==> src/rtl/nst_pkg.sv <==
// ----------------------------------------------------------------------------
// nst_pkg
// Shared types and constants for the notification slot table.
// ----------------------------------------------------------------------------
package nst_pkg;

    localparam int SLOTS_DEF  = 64;
    localparam int SLOT_W     = 8;
    localparam int LINK_W     = 16;
    localparam int GEN_W      = 32;
    localparam int SEQ_W      = 32;
    localparam int TAG_W      = 16;
    localparam int MASK_W     = 64;
    localparam int MASK_IDX_W = 6;
    localparam int CNT_W      = 32;
    localparam int APB_AW     = 3;
    localparam int APB_DW     = 32;

    localparam logic [1:0] ACT_ATTACH  = 2'd0;
    localparam logic [1:0] ACT_DETACH  = 2'd1;
    localparam logic [1:0] ACT_PUBLISH = 2'd2;
    localparam logic [1:0] ACT_CLEAR   = 2'd3;

    // register index = paddr[2]
    localparam logic REG_ADMISSION = 1'b0;

    localparam logic [GEN_W-1:0] GEN_MAX = '1;
    localparam logic [CNT_W-1:0] CNT_MAX = '1;

    typedef struct packed {
        logic [1:0]        action;
        logic [SLOT_W-1:0] slot;
        logic [LINK_W-1:0] link_id;
        logic [GEN_W-1:0]  generation;
        logic [SEQ_W-1:0]  sequence_req;
        logic [TAG_W-1:0]  tag;
    } req_t;

    typedef struct packed {
        logic              bound;
        logic [LINK_W-1:0] owner;
        logic [GEN_W-1:0]  generation;
        logic [SEQ_W-1:0]  last_sequence;
        logic [TAG_W-1:0]  tag;
    } entry_t;

    typedef struct packed {
        logic              accepted;
        logic [GEN_W-1:0]  new_generation;
        logic [MASK_W-1:0] pending_mask;
        logic [CNT_W-1:0]  pending_count;
        logic              activate;
        logic [SEQ_W-1:0]  mirror_sequence;
        logic [TAG_W-1:0]  mirror_tag;
        logic              mirror_write;
    } res_t;

    typedef struct packed {
        logic   en;
        entry_t data;
    } wr_t;

endpackage

==> src/rtl/nst_eval.sv <==
// ----------------------------------------------------------------------------
// nst_eval
// Checks one request against its slot entry and forms the result, the
// entry write-back and the new mask and counter.
// ----------------------------------------------------------------------------
module nst_eval #(
    parameter int SLOTS = nst_pkg::SLOTS_DEF
) (
    input  nst_pkg::req_t                    req,
    input  nst_pkg::entry_t                  entry,
    input  logic                             admission_closed,
    input  logic [nst_pkg::MASK_W-1:0]       mask_in,
    input  logic [nst_pkg::CNT_W-1:0]        count_in,
    output nst_pkg::res_t                    res,
    output nst_pkg::wr_t                     wr
);
    import nst_pkg::*;

    localparam logic [SLOT_W:0] SLOT_LIMIT = (SLOT_W+1)'(SLOTS);

    logic                  in_range;
    logic                  owns;
    logic [MASK_IDX_W-1:0] bit_idx;

    assign in_range = {1'b0, req.slot} < SLOT_LIMIT;
    assign owns     = entry.bound && (entry.owner == req.link_id) &&
                      (entry.generation == req.generation);
    assign bit_idx  = req.slot[MASK_IDX_W-1:0];

    always_comb begin
        res               = '0;
        res.pending_mask  = mask_in;
        res.pending_count = count_in;
        wr.en             = 1'b0;
        wr.data           = entry;
        if (in_range) begin
            unique case (req.action)
                ACT_ATTACH: begin
                    if (!admission_closed && !entry.bound &&
                        entry.generation != GEN_MAX) begin
                        wr.en                 = 1'b1;
                        wr.data.generation    = entry.generation + GEN_W'(1);
                        wr.data.bound         = 1'b1;
                        wr.data.owner         = req.link_id;
                        wr.data.last_sequence = '0;
                        wr.data.tag           = req.tag;
                        res.accepted          = 1'b1;
                        res.new_generation    = entry.generation + GEN_W'(1);
                    end
                end
                ACT_DETACH: begin
                    if (owns) begin
                        wr.en                     = 1'b1;
                        wr.data.bound             = 1'b0;
                        wr.data.last_sequence     = '0;
                        wr.data.tag               = '0;
                        res.pending_mask[bit_idx] = 1'b0;
                        res.accepted              = 1'b1;
                        res.mirror_write          = 1'b1;
                    end
                end
                ACT_PUBLISH: begin
                    if (owns && entry.tag == req.tag &&
                        req.sequence_req > entry.last_sequence) begin
                        wr.en                     = 1'b1;
                        wr.data.last_sequence     = req.sequence_req;
                        if (count_in != CNT_MAX) begin
                            res.pending_count = count_in + CNT_W'(1);
                        end
                        res.pending_mask[bit_idx] = 1'b1;
                        res.accepted              = 1'b1;
                        res.activate              = 1'b1;
                        res.mirror_sequence       = req.sequence_req;
                        res.mirror_tag            = req.tag;
                        res.mirror_write          = 1'b1;
                    end
                end
                ACT_CLEAR: begin
                    if (owns && entry.last_sequence == req.sequence_req) begin
                        wr.en                     = 1'b1;
                        wr.data.last_sequence     = '0;
                        res.pending_mask[bit_idx] = 1'b0;
                        res.accepted              = 1'b1;
                        res.mirror_tag            = entry.tag;
                        res.mirror_write          = 1'b1;
                    end
                end
                default: begin
                    wr.en = 1'b0;
                end
            endcase
        end
    end

endmodule

==> config.mk <==
export PLATFORM = sky130hd
export DESIGN_NAME = nst_eval
export DESIGN_NICKNAME = d
export VERILOG_FILES = /design/src/rtl/nst_pkg.sv /design/src/rtl/nst_eval.sv
export SDC_FILE = /design/constraint.sdc
export NUM_CORES = 1
export LEC_CHECK = 0
export BUFFER_PORTS_ARGS = -buffer_cell sky130_fd_sc_hd__buf_2
export CORE_AREA = 2 2 226 228
export DETAILED_ROUTE_END_ITERATION = 12
export DIE_AREA = 0 0 228 230
export GPL_ROUTABILITY_DRIVEN = 1
export PLACE_DENSITY = 0.38
export SYNTH_ARGS = -nofsm -noshare
export SYNTH_HDL_FRONTEND = slang
export SYNTH_SLANG_ARGS = --single-unit
==> constraint.sdc <==
create_clock -name vclk -period 4
set_input_delay 0.6 -clock vclk [all_inputs]
set_output_delay 0.6 -clock vclk [all_outputs]
set_load 0.1 [all_outputs]
==> impl_metrics.env <==
export IMPL_status="complete, no violations"
export IMPL_multiInputGateArea_um2=7550
export IMPL_syn_nets=1345
export IMPL_nClkBuffers=0
export IMPL_cp_data_arrival_time_ps=3350
export IMPL_yosysMostFrequentCell="nand2_1"
export IMPL_instances_no_fill=2336
export IMPL_cp_required_ps=3400
export IMPL_startpoint_type="input pin"
export IMPL_syn_inst=1010
export IMPL_pwr_density_cell_nw_per_um2=127
export IMPL_layout_nets=1994
export IMPL_grt_pass1_wl_um=70500
export IMPL_grt_max_degree=33
export IMPL_wl_um=49400
export IMPL_internal_power_w=0.000771
export IMPL_preCtsSetupSlack_ps=-275
export IMPL_drv_cap=0
export IMPL_maxSlewViolCount=0
export IMPL_grt_pass1_vias=10700
export IMPL_synth_top_area_frac=0.153
export IMPL_hold_viol_final=0
export IMPL_ir_worst_vdd_uv=95.4
export IMPL_max_freq_mhz=253
export IMPL_p_sw_frac=0.637
export IMPL_fillers=5205
export IMPL_rows=82
export IMPL_relSlewSlack=0.521
export IMPL_drtPass1Iterations=5
export IMPL_area_delta_synth_final_pct=166
export IMPL_ctsHoldBuffers=0
export IMPL_vias=10300
export IMPL_ys_top_cells_by_area="xor2_1 15%, a22o_1 12%, nand3_1 8.3%"
export IMPL_worstSetupPathType="input pin to output port"
export IMPL_drtAntennaViolNets=0
export IMPL_critical_path_max_fanout=8
export IMPL_power_switching_w=0.00136
export IMPL_seq_cells=0
export IMPL_finalCritPeriodShare=0.986
export IMPL_fp_dieW_um=228
export IMPL_clkPwrFrac=0
export IMPL_final_seq_area_um2=0
export IMPL_yosysSeqAreaShare=0
export IMPL_yosys_warnings=0
export IMPL_setup_slack_ps=54.6
export IMPL_dpl_hpwl_um=42000
export IMPL_worst_path_largest_cell_delay_ps=380
export IMPL_post_route_min_period_ps=3950
export IMPL_wl_per_cell_um=21.2
export IMPL_fin_util=0.337
export IMPL_ioPinCount=577
export IMPL_portBuffers=577
export IMPL_hold_path_class="input pin to output port"
export IMPL_ys_types=51
export IMPL_worst_pin_slew_ps=719
export IMPL_p_leak_nw=7.74
export IMPL_rsz0062_at_grt="yes"
export IMPL_die_h_um=230
export IMPL_cp_slowest_cell="nor4_4"
export IMPL_drt_iter0_drc=480
export IMPL_crit_top_cell="buf_12"
export IMPL_combPwrFrac=1.000
export IMPL_grt_total_usage=0.176
export IMPL_antenna_found_initial=10
export IMPL_gp_congestion=0.933
export IMPL_die_area_um2=52400
export IMPL_synth_top_area_cell="xor2_1"
export IMPL_drc=0
export IMPL_dp_cells=2309
export IMPL_ys_top_cells_by_count="125 x nand2_1, 110 x xor2_1, 105 x nand3_1"
export IMPL_path_cells="buf_2 -> ha_4 -> nand4_1 -> buf_4 -> nor4_4 -> buf_4 -> o311a_4 -> o311ai_4 -> buf_12 -> buf_12 -> buf_12 -> nor3_4 -> buf_6 -> a22o_1 -> buf_12"
export IMPL_overflow=0
export IMPL_syn_area_um2=6320
export IMPL_syn_area_per_cell_um2=6.25
export IMPL_core_area_um2=49900
export IMPL_initial_core_util=0.127
export IMPL_report_final_setup_viol=0
export IMPL_avgViaCountPerCell=4.41
export IMPL_end_kind="output port"
export IMPL_final_layout_size_suffix_gt1_frac=0.586
export IMPL_seq_power_share=0
-- cell type report --
class	instances	area share
inverter	75	0.0168
tap	672	0.0501
antenna	7	0.00104
multi-input combinational	848	0.450
timing repair buffer	734	0.482
-- path summary, 6_finish.rpt --
| path | from | end | slack (ps) | depth (start not counted) |
|---|---|---|---|---|
| worst max-delay path | req[45] | res[107] | 50 | 15 |
| worst min-delay path | count_in[14] | res[64] | 1570 | 3 |
-- worst max-delay path, delay by kind of cell --
family | cells | cell delay (ps)
buffers and inverters | 8 | 1270
and+or+nand+nor | 3 | 680
AOI/OAI and AO/OA | 3 | 500
adders and majority gates | 1 | 270
-- power groups by stage --
| stage | clock network [W] | logic (W) | registers [W] |
|---|---|---|---|
| global placement | 0 | 0.00207 | 0 |
| detailed placement | 0 | 0.00207 | 0 |
| global route | 0.000000000201 | 0.00220 | 0 |
| CTS | 0 | 0.00209 | 0 |
| floorplan | 0 | 0.00118 | 0 |
| finish | 0.000000000235 | 0.00213 | 0 |
-- cells in the final DEF (no fill, tap or decap), types with 11 or more instances in the layout --
cell,instances
buf_4,129
nor3_1,11
a22o_4,13
nand3_1,105
xor2_1,72
inv_1,61
a21oi_1,14
inv_2,14
a22o_2,35
xnor2_2,23
buf_12,264
nand2_1,125
o31ai_4,26
xnor2_1,21
nor3_4,12
buf_2,328
xor2_4,29
a22o_1,40
o21ai_0,22
nand4_1,30
nor2_1,74
nor4_1,21
ha_1,26
and3_1,16
-- cells by family after synthesis --
logic type / share of synthesized area
adder cells (fa/ha/maj): 0.0693
AND/OR/NAND/NOR: 0.379
AO/OA/AOI/OAI: 0.224
buffers and inverters: 0.110
XOR/XNOR: 0.215
multiplexers: 0.00178
-- routing by layer --
layer  up-vias  wire, µm  GRT usage
met5         -        23          0
met4         4      1180     0.0437
met3        55      3270     0.0414
met2       415     25900      0.327
met1      4947     19000      0.200
li1       4875         -          -
-- through the flow --
stage	hold slack (ps)	TNS, ps	cell area, µm²	total power, W
after floorplan	1400	-7600	7760	0.00118
after CTS	1570	-2460	16200	0.00209
after global routing	1580	-1670	16800	0.00220
final	1570	0	16800	0.00213
after global placement	1570	-22680	16000	0.00207
after detailed placement	1570	-16890	16000	0.00207
-- timing repair --
item,4_1_cts,5_1_grt
endpoints found under the setup margin,148,190
setup buffers,6,13
gates cloned,2,2
pin swaps,4,26
resized for setup,10,83
Note: power is estimated with default switching activity, not from simulation.
